[src/rtl/b64e_pkg.sv]
// shared types, constants and the character encoding function for the base64 stream encoder
package b64e_pkg;

    localparam int unsigned BYTE_W  = 8;
    localparam int unsigned SEXT_W  = 6;
    localparam int unsigned CHAR_W  = 7;
    localparam int unsigned GROUP_N = 4;

    localparam logic [CHAR_W-1:0] PAD_CHAR = 7'd61;
    localparam logic [CHAR_W-1:0] CHAR_UPPER_A = 7'd65;
    localparam logic [CHAR_W-1:0] CHAR_LOWER_A = 7'd97;
    localparam logic [CHAR_W-1:0] CHAR_ZERO = 7'd48;
    localparam logic [CHAR_W-1:0] CHAR_PLUS = 7'd43;
    localparam logic [CHAR_W-1:0] CHAR_SLASH = 7'd47;

    localparam logic [SEXT_W-1:0] SEXT_LOWER_BASE = 6'd26;
    localparam logic [SEXT_W-1:0] SEXT_DIGIT_BASE = 6'd52;
    localparam logic [SEXT_W-1:0] SEXT_PLUS = 6'd62;
    localparam logic [SEXT_W-1:0] SEXT_SLASH = 6'd63;

    localparam logic [1:0] CNT_NONE = 2'd0;
    localparam logic [1:0] CNT_ONE  = 2'd1;
    localparam logic [1:0] CNT_TWO  = 2'd2;
    localparam logic [1:0] IDX_LAST = 2'd3;

    // one encoded group waiting for the serialiser
    typedef struct packed {
        logic [GROUP_N-1:0][SEXT_W-1:0] sext;
        logic [2:0]                     nchars;
        logic                           eom;
    } group_t;

    function automatic logic [CHAR_W-1:0] enc_char(input logic [SEXT_W-1:0] s);
        logic [CHAR_W-1:0] ch;
        begin
            if (s < SEXT_LOWER_BASE)
            begin
                ch = CHAR_UPPER_A + {1'b0, s};
            end
            else if (s < SEXT_DIGIT_BASE)
            begin
                ch = CHAR_LOWER_A + {1'b0, s - SEXT_LOWER_BASE};
            end
            else if (s < SEXT_PLUS)
            begin
                ch = CHAR_ZERO + {1'b0, s - SEXT_DIGIT_BASE};
            end
            else if (s == SEXT_PLUS)
            begin
                ch = CHAR_PLUS;
            end
            else
            begin
                ch = CHAR_SLASH;
            end
            return ch;
        end
    endfunction

endpackage

[src/rtl/b64e_front.sv]
// front end: gathers bytes into groups and splits each group into sextets
module b64e_front (
    input  logic                     clk,
    input  logic                     rst_n,
    input  logic                     push,
    input  logic                     q_full,
    input  logic [7:0]               data_byte,
    input  logic                     end_of_message,
    output logic                     q_push,
    output b64e_pkg::group_t         q_data
);
    import b64e_pkg::*;

    logic [15:0] pending_bytes_reg;
    logic [15:0] pending_bytes_next;
    logic [1:0]  pending_count_reg;
    logic [1:0]  pending_count_next;
    logic [1:0]  cnt;
    logic        accept;
    logic        complete;
    logic [7:0]  b0;
    logic [7:0]  b1;
    logic [7:0]  b2;

    assign accept = push && !q_full;
    // a count of three cannot arise, but is read as two
    assign cnt = (pending_count_reg == 2'd3) ? CNT_TWO : pending_count_reg;
    assign complete = (cnt == CNT_TWO) || end_of_message;

    always_comb
    begin
        b0 = (cnt == CNT_NONE) ? data_byte : pending_bytes_reg[15:8];
        b1 = (cnt == CNT_NONE) ? 8'd0
           : ((cnt == CNT_ONE) ? data_byte : pending_bytes_reg[7:0]);
        b2 = (cnt == CNT_TWO) ? data_byte : 8'd0;

        q_data.sext[0] = b0[7:2];
        q_data.sext[1] = {b0[1:0], b1[7:4]};
        q_data.sext[2] = {b1[3:0], b2[7:6]};
        q_data.sext[3] = b2[5:0];
        q_data.nchars  = {1'b0, cnt} + 3'd2;
        q_data.eom     = end_of_message;
        q_push         = accept && complete;
    end

    always_comb
    begin
        pending_bytes_next = pending_bytes_reg;
        pending_count_next = pending_count_reg;
        if (accept)
        begin
            if (complete)
            begin
                pending_bytes_next = 16'd0;
                pending_count_next = CNT_NONE;
            end
            else if (cnt == CNT_NONE)
            begin
                pending_bytes_next = {data_byte, 8'd0};
                pending_count_next = CNT_ONE;
            end
            else
            begin
                pending_bytes_next = {pending_bytes_reg[15:8], data_byte};
                pending_count_next = CNT_TWO;
            end
        end
    end

    always_ff @(posedge clk or negedge rst_n)
    begin
        if (!rst_n)
        begin
            pending_bytes_reg <= 16'd0;
            pending_count_reg <= CNT_NONE;
        end
        else
        begin
            pending_bytes_reg <= pending_bytes_next;
            pending_count_reg <= pending_count_next;
        end
    end

endmodule

[src/rtl/b64e_queue.sv]
// short queue of encoded groups between front and back
module b64e_queue #(
    parameter int unsigned DEPTH = 2
) (
    input  logic             clk,
    input  logic             rst_n,
    input  logic             wr_en,
    input  b64e_pkg::group_t wr_data,
    output logic             full,
    input  logic             rd_en,
    output b64e_pkg::group_t rd_data,
    output logic             empty
);
    import b64e_pkg::*;

    localparam int unsigned PTR_W = (DEPTH > 1) ? $clog2(DEPTH) : 1;
    localparam int unsigned CNT_W = $clog2(DEPTH + 1);
    localparam logic [PTR_W-1:0] PTR_LAST = PTR_W'(DEPTH - 1);
    localparam logic [CNT_W-1:0] CNT_FULL = CNT_W'(DEPTH);

    group_t            mem_reg [DEPTH];
    logic [PTR_W-1:0]  wr_ptr_reg;
    logic [PTR_W-1:0]  wr_ptr_next;
    logic [PTR_W-1:0]  rd_ptr_reg;
    logic [PTR_W-1:0]  rd_ptr_next;
    logic [CNT_W-1:0]  count_reg;
    logic [CNT_W-1:0]  count_next;
    logic              do_wr;
    logic              do_rd;

    assign full    = (count_reg == CNT_FULL);
    assign empty   = (count_reg == '0);
    assign do_wr   = wr_en && !full;
    assign do_rd   = rd_en && !empty;
    assign rd_data = mem_reg[rd_ptr_reg];

    always_comb
    begin
        wr_ptr_next = wr_ptr_reg;
        rd_ptr_next = rd_ptr_reg;
        count_next  = count_reg;
        if (do_wr)
        begin
            wr_ptr_next = (wr_ptr_reg == PTR_LAST) ? '0 : wr_ptr_reg + 1'b1;
        end
        if (do_rd)
        begin
            rd_ptr_next = (rd_ptr_reg == PTR_LAST) ? '0 : rd_ptr_reg + 1'b1;
        end
        if (do_wr && !do_rd)
        begin
            count_next = count_reg + 1'b1;
        end
        else if (do_rd && !do_wr)
        begin
            count_next = count_reg - 1'b1;
        end
    end

    always_ff @(posedge clk or negedge rst_n)
    begin
        if (!rst_n)
        begin
            wr_ptr_reg <= '0;
            rd_ptr_reg <= '0;
            count_reg  <= '0;
        end
        else
        begin
            wr_ptr_reg <= wr_ptr_next;
            rd_ptr_reg <= rd_ptr_next;
            count_reg  <= count_next;
        end
    end

    always_ff @(posedge clk)
    begin
        if (do_wr)
        begin
            mem_reg[wr_ptr_reg] <= wr_data;
        end
    end

endmodule

[src/rtl/b64e_back.sv]
// back end: serialises each group into four characters through an output register
module b64e_back (
    input  logic                     clk,
    input  logic                     rst_n,
    input  logic                     q_empty,
    input  b64e_pkg::group_t         q_data,
    output logic                     q_pop,
    input  logic                     pop,
    output logic                     empty,
    output logic [6:0]               out_char,
    output logic                     last_char
);
    import b64e_pkg::*;

    logic [1:0]        idx_reg;
    logic [1:0]        idx_next;
    logic              valid_reg;
    logic              valid_next;
    logic [CHAR_W-1:0] char_reg;
    logic [CHAR_W-1:0] char_next;
    logic              last_reg;
    logic              last_next;
    logic              load;
    logic [SEXT_W-1:0] sext_sel;

    // output slot refills when empty or when its word leaves this cycle
    assign load     = !q_empty && (!valid_reg || pop);
    assign q_pop    = load && (idx_reg == IDX_LAST);
    assign sext_sel = q_data.sext[idx_reg];

    always_comb
    begin
        idx_next   = idx_reg;
        valid_next = valid_reg;
        char_next  = char_reg;
        last_next  = last_reg;
        if (load)
        begin
            idx_next   = idx_reg + 2'd1;
            valid_next = 1'b1;
            char_next  = ({1'b0, idx_reg} < q_data.nchars) ? enc_char(sext_sel) : PAD_CHAR;
            last_next  = q_data.eom && (idx_reg == IDX_LAST);
        end
        else if (pop)
        begin
            valid_next = 1'b0;
        end
    end

    always_ff @(posedge clk or negedge rst_n)
    begin
        if (!rst_n)
        begin
            idx_reg   <= 2'd0;
            valid_reg <= 1'b0;
        end
        else
        begin
            idx_reg   <= idx_next;
            valid_reg <= valid_next;
        end
    end

    always_ff @(posedge clk)
    begin
        char_reg <= char_next;
        last_reg <= last_next;
    end

    assign empty     = !valid_reg;
    assign out_char  = char_reg;
    assign last_char = last_reg;

endmodule

[src/rtl/base64_stream_encoder.sv]
// top level of the base64 stream encoder
//
//   channel   direction  handshake            word
//   bytes     in         push / full          data_byte, end_of_message
//   chars     out        pop / empty          out_char, last_char
//
// a byte is taken when push is high and full is low; a completed group goes to a short queue
// the serialiser gives one character a cycle while pop is high and a group
// is queued, four characters per group
// full rises only while the group queue is full; the group that a byte
// completes goes through the queue and then the output register, which drives empty
// reset clears the pending bytes, the queue pointers and count and the output valid flag
module base64_stream_encoder #(
    parameter int unsigned QUEUE_DEPTH = 2
) (
    input  logic       clk,
    input  logic       rst_n,
    input  logic       push,
    output logic       full,
    input  logic [7:0] data_byte,
    input  logic       end_of_message,
    input  logic       pop,
    output logic       empty,
    output logic [6:0] out_char,
    output logic       last_char
);
    import b64e_pkg::*;

    group_t wr_group;
    group_t rd_group;
    logic   q_push;
    logic   q_pop;
    logic   q_full;
    logic   q_empty;

    assign full = q_full;

    b64e_front u_front (
        .clk            (clk),
        .rst_n          (rst_n),
        .push           (push),
        .q_full         (q_full),
        .data_byte      (data_byte),
        .end_of_message (end_of_message),
        .q_push         (q_push),
        .q_data         (wr_group)
    );

    b64e_queue #(
        .DEPTH (QUEUE_DEPTH)
    ) u_queue (
        .clk     (clk),
        .rst_n   (rst_n),
        .wr_en   (q_push),
        .wr_data (wr_group),
        .full    (q_full),
        .rd_en   (q_pop),
        .rd_data (rd_group),
        .empty   (q_empty)
    );

    b64e_back u_back (
        .clk       (clk),
        .rst_n     (rst_n),
        .q_empty   (q_empty),
        .q_data    (rd_group),
        .q_pop     (q_pop),
        .pop       (pop),
        .empty     (empty),
        .out_char  (out_char),
        .last_char (last_char)
    );

endmodule

[config.mk]
export PLATFORM = sky130hd
export DESIGN_NAME = base64_stream_encoder
export DESIGN_NICKNAME = d
export VERILOG_FILES = /design/src/rtl/b64e_pkg.sv /design/src/rtl/b64e_front.sv /design/src/rtl/b64e_queue.sv /design/src/rtl/b64e_back.sv /design/src/rtl/base64_stream_encoder.sv
export SDC_FILE = /design/constraint.sdc
export NUM_CORES = 1
export LEC_CHECK = 0
export BUFFER_PORTS_ARGS = -buffer_cell sky130_fd_sc_hd__buf_2
export CELL_PAD_IN_SITES_DETAIL_PLACEMENT = 0
export CELL_PAD_IN_SITES_GLOBAL_PLACEMENT = 1
export CORE_UTILIZATION = 51
export CTS_CLUSTER_DIAMETER = 40
export CTS_CLUSTER_SIZE = 14
export DETAILED_ROUTE_END_ITERATION = 6
export HOLD_SLACK_MARGIN = 0.02
export PLACE_DENSITY = 0.83
export SLEW_MARGIN = 20
export SYNTH_ARGS = -nofsm -noshare
export SYNTH_HDL_FRONTEND = slang
export SYNTH_HIERARCHICAL = 1
export SYNTH_SLANG_ARGS = --single-unit
[constraint.sdc]
create_clock -name clk -period 3.8 [get_ports clk]
set_clock_uncertainty 0.1 [all_clocks]
set_input_delay 0.19 -clock clk [delete_from_list [all_inputs] [get_ports clk]]
set_output_delay 0.19 -clock clk [all_outputs]
set_load 0.1 [all_outputs]
==> impl_results.md, run 1 <==
* Post-Syn Area per Cell at between 10 and 15 sq um
* Post-synth EDFFs at 64
* Worst-Margin Slew at 0.8270 ns
* Starting DRC count in detailed routing at 131
* WL final at 7916 um
* Antenna violations before repair at 0
* Flops & latches, synth at slightly below 90
* Max Buffers Root-to-Sink at 2
* Setup repair after global routing missed its margin: false
* Final GP Congestion at 0.8675
* Min cycle time layout at between 3 and 4 ns
* Post-route clock period utilization at 93.95%
* Yosys cell types at 44
* Io pins at 23
* Global-route wire length before repair at approximately 13,000 um
* Initial DRT Pass Iterations at 4
* Initial core utilization at roughly 53%
* Global routing usage summed across all routing layers at 19.54%
* Syn Inst Count at 329
* Run status: finished clean
* Synth Warn # at 6
* Synthesis-to-layout area growth at 9.809%
* Max reg flops at 56
* Antenna viol nets, final at 0
* Data arrival, critical path at 3.56 ns
* Inserted Diodes at 0
* Proportion of register bits with asynchronous set or reset after synthesis at 28.09%
* Number of buffers added to fix hold violations after cts at 3
* Input/output buffers at 22
* Vias per std cell at ~5.5
* Routed vias at 2,583
* Startpoint-to-endpoint class of the critical path: flop to flop
* Number of nets in the layout at between 300 and 400
* Most frequent standard cell in the layout excluding fill and tap cells: sky130_fd_sc_hd__edfxtp_1
* Most used flip-flop cell after synthesis: sky130_fd_sc_hd__edfxtp_1
* Setup total negative slack at 0 ns
* Overflow after GRT at 0
* Die H at 95.43 um
* Final-report setup violation count at 0
* FP Rows at 33
* Most frequent cells in the layout: 64 x sky130_fd_sc_hd__edfxtp_1, 38 x sky130_fd_sc_hd__nand2_1, 27 x sky130_fd_sc_hd__mux2_2
* Required time of the worst setup path at 3.79 ns
* Die W at 95.43 um
* Clock Root Buffer: sky130_fd_sc_hd__clkbuf_8
* H-tree depth at 3
* Clock tree from TritonCTS: built
* Count of cells resized by post-cts repair at 0
* Number of global-route vias before repair at 2,647
* Kind of capture point of the worst setup path: flop
* Number of sinks handled by clock tree synthesis at 89
* Number of clock buffers inserted by TritonCTS at 9
* Final Hold Vio Count at 0
* Final number of max-transition violations at 0
* Clock transition time at the flip-flop clock pins of the worst setup and hold paths at ~0.090 ns
* Max Freq at approximately 0.28 GHz
* Max-cap violations at 0
* Floorplan core area at about 8300 sq um
* Worst slew margin at 44.87%
* Synthesized net count at between 300 and 400
* Peak fanout along the critical path at 10
* Category of the worst setup path launch point: flop
* Estimated wirelength of the detail-placed design at 5586 um
* Tightest Hold Check Type: input pin to flop
* Post-CTS repair timing setup buffer count at 0
* Post-placement cell area at 4638 sq um
* Post-layout instance area at 4888 sq um
* Worst-skew pair later-pin latency at approximately 0.34 ns
* Die area at 9107 sq um
* Cell area after technology mapping at 4452 sq um
* DRC violations left at 0
* Share of the yosys chip area belonging to registers at 57.22%
* Largest net degree at the start of global routing at 29
* Post-detailed-route wirelength per cell at 16.99 um
* Layout cell share with drive strength beyond 1 at 27.42%
cell usage after synthesis (2+ instances only):
| library cell | count | area (sq um) |
|---|---|---|
| sky130_fd_sc_hd__nor2b_1 | 2 | 12.51 |
| sky130_fd_sc_hd__mux2_4 | 10 | 150.1 |
| sky130_fd_sc_hd__buf_4 | 4 | 30.03 |
| sky130_fd_sc_hd__inv_1 | 12 | 45.04 |
| sky130_fd_sc_hd__nand2b_1 | 4 | 25.02 |
| sky130_fd_sc_hd__nand3_1 | 9 | 45.04 |
| sky130_fd_sc_hd__dfrtp_1 | 25 | 625.6 |
| sky130_fd_sc_hd__buf_2 | 4 | 20.02 |
| sky130_fd_sc_hd__o21ai_1 | 6 | 30.03 |
| sky130_fd_sc_hd__xnor2_1 | 10 | 87.58 |
| sky130_fd_sc_hd__clkbuf_1 | 5 | 18.77 |
| sky130_fd_sc_hd__xor2_1 | 6 | 52.55 |
| sky130_fd_sc_hd__and3_1 | 3 | 18.77 |
| sky130_fd_sc_hd__o211ai_2 | 8 | 100.1 |
| sky130_fd_sc_hd__o21ai_0 | 12 | 60.06 |
| sky130_fd_sc_hd__a22o_1 | 8 | 70.07 |
| sky130_fd_sc_hd__mux4_1 | 3 | 78.83 |
| sky130_fd_sc_hd__nand3b_1 | 2 | 15.01 |
| sky130_fd_sc_hd__mux4_2 | 3 | 67.56 |
| sky130_fd_sc_hd__and2_1 | 10 | 62.56 |
| sky130_fd_sc_hd__buf_6 | 3 | 33.78 |
| sky130_fd_sc_hd__edfxtp_1 | 64 | 1922 |
| sky130_fd_sc_hd__mux2i_1 | 3 | 30.03 |
| sky130_fd_sc_hd__a21oi_1 | 8 | 40.04 |
| sky130_fd_sc_hd__ha_1 | 13 | 162.7 |
| sky130_fd_sc_hd__nor2_1 | 10 | 37.54 |
| sky130_fd_sc_hd__mux2_2 | 27 | 304.0 |
| sky130_fd_sc_hd__nand2_1 | 38 | 142.6 |
| sky130_fd_sc_hd__a31oi_1 | 2 | 12.51 |
per-layer routing:
layer / vias to the layer above / track usage (%) / wire length [um]
met5: - / 0 / 0
met4: 0 / 5.348 / 82
met3: 6 / 4.625 / 273
met2: 44 / 33.10 / 3974
met1: 1276 / 25.16 / 3585
li1: 1257 / - / -
stage by stage:
step | std cells | hold slack [ns] | util, % | setup slack (ns)
4_1_cts | 466 | 0.05420 | 58.61 | 0.2609
6_report | 466 | 0.07325 | 58.61 | 0.2301
5_1_grt | 466 | 0.05851 | 58.61 | 0.08656
3_5_place_dp | 447 | 0.1327 | 55.61 | 0.2776
2_1_floorplan | 329 | -0.2056 | - | 0.4122
3_3_place_gp | 447 | 0.1249 | 55.61 | 0.4109
critical path: stages (launching register included):
cell and delay [ns]:
sky130_fd_sc_hd__dfrtp_1 0.52, sky130_fd_sc_hd__buf_4 0.27, sky130_fd_sc_hd__mux2_2 0.35, sky130_fd_sc_hd__mux4_2 0.61
sky130_fd_sc_hd__ha_1 0.27, sky130_fd_sc_hd__nand2b_1 0.07, sky130_fd_sc_hd__o221ai_1 0.18, sky130_fd_sc_hd__xor2_1 0.35
sky130_fd_sc_hd__and3_1 0.21, sky130_fd_sc_hd__o21ai_1 0.07, sky130_fd_sc_hd__a221o_1 0.32
final timing paths:
check                                        startpoint                             to  slack (ns)  cells after the start
setup / recovery                     u_queue/rd_ptr_reg             u_back/out_char[5]        0.23                     10
hold / removal                             data_byte[4]  u_front/pending_bytes_reg[12]        0.07                      3
hold reg to reg            u_front/pending_bytes_reg[4]   u_front/pending_bytes_reg[4]        0.39                      2
max in group asynchronous                         rst_n   u_front/pending_bytes_reg[4]        2.91                      2
min in group asynchronous                         rst_n              u_back/idx_reg[0]        0.28                      2
setup reg to reg                     u_queue/rd_ptr_reg             u_back/out_char[5]        0.23                     10
logic make-up (layout without fill, tap and decap cells):
group | Yosys count | after routing | synth area share (%)
buf+inv | 29 | 61 | 3.654
fa+ha+maj | 13 | 13 | 3.654
compound gates | 51 | 51 | 8.348
xor+xnor | 17 | 17 | 3.766
mux | 46 | 46 | 14.17
simple gates | 84 | 84 | 9.191
flops | 89 | 89 | 57.22
layout make-up:
class	instances	area, sq um
Fill cell	681	3452
Timing Repair Buffer	33	200.2
Clock inverter	2	13.76
Inverter	12	45.04
Multi-Input combinational cell	211	1744
Clock buffer	14	206.4
Tap cell	105	131.4
Sequential cell	89	2547
Power of run 1 is not shown: default switching activity piles up to over one toggle a cycle in this logic, so the estimate is an artifact.
==> run 2, diff against run 1 <==
CORE_ASPECT_RATIO = 1.1   (was unset)
==> run 2 against run 1 <==
Cell area is 0.49% lower; global-route usage is 0.92 points lower; first-iteration DRC count is 9.9% lower; worst hold slack worse by 0.021 ns; register-to-register slack better by 0.07 ns; fmax is 2.0% higher; sequential cell count stayed put; final cell count is 1.1% higher; critical endpoint unchanged.
==> impl_results.md, run 2 (synthesis results as in run 1) <==
* Worst-skew pair later-pin latency at 0.36 ns (+0.02 ns)
* Number of cells on the worst reg-to-reg path at 10 (unchanged)
* List of cells traversed by the critical path: buf_12 -> mux2_2 -> mux4_2 -> ha_1 -> nand2b_1 -> o221ai_1 -> xor2_1 -> and3_1 -> o21ai_1 -> a221o_1
* Worst setup path start: u_queue/rd_ptr_reg
* WL final at 7796 um (-1.5%)
* Overflow after GRT at 0 (unchanged)
* Logic depth of the worst setup path including buffers at 10 (unchanged)
* Count of cells resized by post-cts repair at 0 (unchanged)
* DRC violations left at 0 (unchanged)
* Antenna viol nets, final at 0 (unchanged)
* Clock tree from TritonCTS: built
* Post-CTS repair timing setup buffer count at 0 (unchanged)
* Reg-to-Reg Start: u_queue/rd_ptr_reg
* Clock Root Buffer: sky130_fd_sc_hd__clkbuf_8
* Most frequent cells in the layout: 64 x sky130_fd_sc_hd__edfxtp_1, 38 x sky130_fd_sc_hd__nand2_1, 27 x sky130_fd_sc_hd__mux2_2
* Global-route wire length before repair at 12,770 um (-2.5%)
* Max Freq at 0.2858 GHz (+2.0%)
* Largest delay share family, worst path: multiplexers
* Routed vias at 2,560 (-0.89%)
* Worst slew margin at 45.27% (+0.40 points)
* Post-placement cell area at 4658 sq um (+0.43%)
* Setup repair after global routing missed its margin: false
* Worst-Margin Slew at 0.8209 ns (-0.006067 ns)
* Die area at 9107 sq um (about the same)
* Die W at 91.08 um (-4.6%)
* Die H at 99.99 um (+4.8%)
* Final-report setup violation count at 0 (unchanged)
* Min cycle time layout at 3.499 ns (-0.07118 ns)
* Starting DRC count in detailed routing at 118 (-9.9%)
* Final GP Congestion at 0.8301 (-4.3%)
* Largest stage delay on the critical path at 0.61 ns (about the same)
* Worst hold endpoint: u_front/pending_bytes_reg[12]
* Post-layout instance area at 4865 sq um (-0.49%)
* Required time of the worst setup path at 3.81 ns (+0.02 ns)
* Max Buffers Root-to-Sink at 2 (unchanged)
* Largest net degree at the start of global routing at 29 (unchanged)
* Setup total negative slack at 0 ns (unchanged)
* Startpoint-to-endpoint class of the critical path: flop to flop
* Global routing usage summed across all routing layers at 18.62% (-0.92 points)
* R2r endpoint: u_back/out_char[5]
* Initial DRT Pass Iterations at 4 (unchanged)
* Max reg flops at 56 (unchanged)
* Number of nets in the layout at 382 (unchanged)
* FP Rows at 35 (+6.1%)
* Most frequent standard cell in the layout excluding fill and tap cells: sky130_fd_sc_hd__edfxtp_1
* Buffering stage count on the worst path with inverters included at 1 (unchanged)
* Post-route clock period utilization at 92.07% (-1.9 points)
* Number of cells on the worst hold path at 3 (unchanged)
* Inserted Diodes at 0 (unchanged)
* Tightest Hold Check Type: input pin to flop
* Kind of capture point of the worst setup path: flop
* Peak fanout along the critical path at 19 (+9)
* Initial core utilization at 52.95% (-0.43 points)
* Clock transition time at the flip-flop clock pins of the worst setup and hold paths at 0.09 ns (about the same)
* Max-cap violations at 0 (unchanged)
* Number of clock buffers inserted by TritonCTS at 9 (unchanged)
* Floorplan core area at 8408 sq um (+0.81%)
* Data arrival, critical path at 3.51 ns (-0.05 ns)
* Estimated wirelength of the detail-placed design at 5432 um (-2.8%)
* Run status: finished clean
* Layout cell share with drive strength beyond 1 at 27.78% (+0.35 points)
* Final Hold Vio Count at 0 (unchanged)
* Number of sinks handled by clock tree synthesis at 89 (unchanged)
* Hold Path Origin: data_byte[4]
* Synthesis-to-layout area growth at 9.275%
* Io pins at 23 (unchanged)
* Category of the worst setup path launch point: flop
* Post-detailed-route wirelength per cell at 16.55 um (-2.6%)
* H-tree depth at 3 (unchanged)
* Number of global-route vias before repair at 2,512 (-5.1%)
* Library cell contributing the largest single delay on the critical path: sky130_fd_sc_hd__mux4_2
* Antenna violations before repair at 0 (unchanged)
* Input/output buffers at 22 (unchanged)
* Final number of max-transition violations at 0 (unchanged)
* Setup slack of the most critical reg-to-reg path at 0.30 ns (+0.07 ns)
* Vias per std cell at 5.435 (-1.9%)
## run 2: cell types whose count changed in the layout (fill, tap and decap cells not counted), sizes merged
cell	change
clkbuf	-4
clkinvlp	+1
inv	+2
## run 2: layer usage
layer / track usage [%] / vias to the layer above / part of all wire [%]
met3: 3.409 / 14 / 2.4
met4: 8.059 / 0 / 2.3
met1: 23.81 / 1262 / 47
li1: - / 1251 / -
met5: 0 / - / 0
met2: 31.41 / 33 / 49
## run 2: through the flow
| step | hold slack, ns | utilization [%] | worst slack (ns) | instances |
|---|---|---|---|---|
| 2_1_floorplan | -0.2056 | - | 0.4122 | 329 |
| 3_3_place_gp | 0.1195 | 55.40 | 0.4332 | 453 |
| 3_5_place_dp | 0.1218 | 55.40 | 0.2936 | 453 |
| 4_1_cts | 0.04107 | 57.86 | 0.2967 | 471 |
| 5_1_grt | 0.05324 | 57.86 | 0.1273 | 471 |
| 6_report | 0.05237 | 57.86 | 0.3013 | 471 |
## run 2: worst max path at each step
stage | endpoint | slack [ns]
floorplan | u_queue/mem_reg[0][0] | 0.41
global placement | u_back/out_char[5] | 0.43
detailed placement | u_back/out_char[5] | 0.29
CTS | u_back/out_char[5] | 0.30
global route | u_back/out_char[5] | 0.13
finish | u_back/out_char[5] | 0.30
## run 2: worst min-delay path, cell delays in order
cell	delay, ns
sky130_fd_sc_hd__buf_2	0.12
sky130_fd_sc_hd__nand2_1	0.09
sky130_fd_sc_hd__o211ai_2	0.07
## run 2: final cells by class
class	count	area, sq um
Fill cell	698	3543
Sequential cell	89	2547
Multi-Input combinational cell	211	1744
Timing Repair Buffer	33	212.7
Tap cell	111	138.9
Clock buffer	10	137.6
Inverter	12	45.04
Clock inverter	5	38.79
## run 2: timing repair
item	CTS	global route
hold buffers	3	0
hold endpoints to repair	28	0
setup endpoints to repair	0	0
Power of run 2 is left out for the same reason.
==> run 3, diff against run 2 <==
clock period = 3.9 ns   (was 3.8 ns; I/O delays follow)
==> run 3 against run 2 <==
Worst hold slack improved by 0.0039 ns; via count increased by 0.63%; critical path depth unchanged; fmax decreased by 3.0%; register-to-register slack barely moved; first-iteration DRC count grew 34%; core utilization rose by 0.089 points; setup slack worse by 0.0072 ns; non-clock buffer count shrank 1; sequential share of layout area down 0.081 points; critical endpoint unchanged; highest routed layer unchanged.
==> impl_results.md, run 3 (synthesis results as in run 1) <==
* Run status: finished clean
* Worst-Margin Slew at 0.8343 ns (+0.01343 ns)
* Max Buffers Root-to-Sink at 2 (unchanged)
* Die W at 91.08 um (unchanged)
* Hold Path Origin: data_byte[5]
* Final Hold Vio Count at 0 (unchanged)
* Number of cells on the worst hold path at 3 (unchanged)
* Number of nets in the layout at 381 (-0.26%)
* Inserted Diodes at 0 (unchanged)
* Min cycle time layout at 3.606 ns (+0.1072 ns)
* Post-CTS repair timing setup buffer count at 0 (unchanged)
* Worst setup path start: u_queue/rd_ptr_reg
* Area of the multi-input gates at 1744 sq um (unchanged)
* Io pins at 23 (unchanged)
* Clock tree from TritonCTS: built
* Clock transition time at the flip-flop clock pins of the worst setup and hold paths at 0.09 ns (about the same)
* Floorplan core area at 8408 sq um (unchanged)
* Worst hold endpoint: u_front/pending_bytes_reg[13]
* R2r endpoint: u_back/out_char[5]
* WL final at 8027 um (+3.0%)
* Vias per std cell at 5.469 (+0.62%)
* Peak fanout along the critical path at 17 (-2)
* Reg area at 2547 sq um (unchanged)
* Max Freq at 0.2773 GHz (-3.0%)
* Number of buffers added to fix hold violations after cts at 3 (unchanged)
* Category of the worst setup path launch point: flop
* Overflow after GRT at 0 (unchanged)
* Die H at 99.99 um (unchanged)
* Antenna violations before repair at 0 (unchanged)
* List of cells traversed by the critical path: buf_4 -> mux2_2 -> mux4_2 -> ha_1 -> nand2b_1 -> o221ai_1 -> xor2_1 -> and3_1 -> o21ai_1 -> a221o_1
* Number of clock buffers inserted by TritonCTS at 9 (unchanged)
* Library cell contributing the largest single delay on the critical path: sky130_fd_sc_hd__mux4_2
* Most frequent standard cell in the layout excluding fill and tap cells: sky130_fd_sc_hd__edfxtp_1
* Estimated wirelength of the detail-placed design at 5713 um (+5.2%)
* Fill cells at 704 (+0.86%)
* Setup slack of the most critical reg-to-reg path at 0.29 ns (about the same)
* Global routing usage summed across all routing layers at 18.92% (+0.30 points)
* Data arrival, critical path at 3.60 ns (+0.09 ns)
* Kind of capture point of the worst setup path: flop
* Worst-skew pair later-pin latency at 0.35 ns (about the same)
* Synthesis-to-layout area growth at 9.443%
* Required time of the worst setup path at 3.90 ns (+0.09 ns)
* Number of sinks handled by clock tree synthesis at 89 (unchanged)
* Most frequent cells in the layout: 64 x sky130_fd_sc_hd__edfxtp_1, 38 x sky130_fd_sc_hd__nand2_1, 27 x sky130_fd_sc_hd__mux2_2
* Routed vias at 2,576 (+0.63%)
* Setup repair after global routing missed its margin: false
* Antenna viol nets, final at 0 (unchanged)
* Initial core utilization at 52.95% (unchanged)
* Clock Root Buffer: sky130_fd_sc_hd__clkbuf_8
* Die area at 9107 sq um (unchanged)
* Final number of max-transition violations at 0 (unchanged)
* Count of cells resized by post-cts repair at 0 (unchanged)
* H-tree depth at 3 (unchanged)
* Final-report setup violation count at 0 (unchanged)
* Global-route wire length before repair at 12,960 um (+1.5%)
* DRC violations left at 0 (unchanged)
* Final GP Congestion at 0.7664 (-7.7%)
* Initial DRT Pass Iterations at 4 (unchanged)
* Post-route clock period utilization at 92.46% (+0.39 points)
* Input/output buffers at 22 (unchanged)
* Number of cells on the worst reg-to-reg path at 10 (unchanged)
* Largest net degree at the start of global routing at 29 (unchanged)
* Reg-to-Reg Start: u_queue/rd_ptr_reg
* Max reg flops at 56 (unchanged)
* FP Rows at 35 (unchanged)
* Tightest Hold Check Type: input pin to flop
* Setup total negative slack at 0 ns (unchanged)
* Number of global-route vias before repair at 2,604 (+3.7%)
* Post-detailed-route wirelength per cell at 17.04 um (+3.0%)
* Starting DRC count in detailed routing at 158 (+34%)
* Layout cell share with drive strength beyond 1 at 27.50% (-0.28 points)
* Max-cap violations at 0 (unchanged)
* Worst slew margin at 44.38% (-0.90 points)
* Startpoint-to-endpoint class of the critical path: flop to flop
* Largest stage delay on the critical path at 0.61 ns (about the same)
## run 3: cell types whose count changed in the layout (fill, tap and decap cells not counted)
| cell | change |
|---|---|
| sky130_fd_sc_hd__buf_12 | -1 |
| sky130_fd_sc_hd__bufinv_16 | +1 |
| sky130_fd_sc_hd__clkbuf_1 | +1 |
| sky130_fd_sc_hd__clkinv_2 | -1 |
| sky130_fd_sc_hd__clkinvlp_4 | +1 |
| sky130_fd_sc_hd__inv_6 | -1 |
## run 3: worst max path at each step
stage | endpoint | cells past startpoint
finish | u_back/out_char[5] | 10
global route | u_back/out_char[5] | 10
CTS | u_back/out_char[5] | 10
detailed placement | u_back/out_char[5] | 10
global placement | u_back/out_char[5] | 10
floorplan | u_queue/mem_reg[0][0] | 7
## run 3: metal layers
layer,GRT usage [%],vias to the layer above,routed length (um)
met5,0,-,0
met4,6.838,0,101
met3,2.955,7,269
met2,34.67,55,4181
met1,22.65,1261,3476
li1,-,1253,-
## run 3: worst max-delay path: cells and delay by family, from the launching register on
| family | cells | cell delay, ns |
|---|---|---|
| flip-flops | 1 | 0.50 |
| XOR/XNOR | 1 | 0.33 |
| AND/OR/NAND/NOR | 2 | 0.30 |
| AO/OA/AOI/OAI | 3 | 0.57 |
| multiplexers | 2 | 0.98 |
| buffers and inverters | 1 | 0.34 |
| adder cells (fa/ha/maj) | 1 | 0.27 |
## run 3: through the flow
stage / instance area (sq um) / utilization, % / hold slack (ns) / std cells / worst slack (ns)
after global placement: 4638 / 55.16 / 0.1344 / 452 / 0.4612
after detailed placement: 4638 / 55.16 / 0.1299 / 452 / 0.3078
after CTS: 4872 / 57.95 / 0.04760 / 471 / 0.2944
after floorplan: 4452 / - / -0.2006 / 329 / 0.5122
final: 4872 / 57.95 / 0.05628 / 471 / 0.2940
after global routing: 4872 / 57.95 / 0.06170 / 471 / 0.1583
## run 3: layout make-up
cell class	count	share of cell area, %
Sequential cell	89	52.29
Multi-Input combinational cell	211	35.80
Timing Repair Buffer	32	3.955
Clock buffer	11	2.902
Tap cell	111	2.851
Clock inverter	5	1.284
Inverter	12	0.9245
Power of run 3 is left out for the same reason.
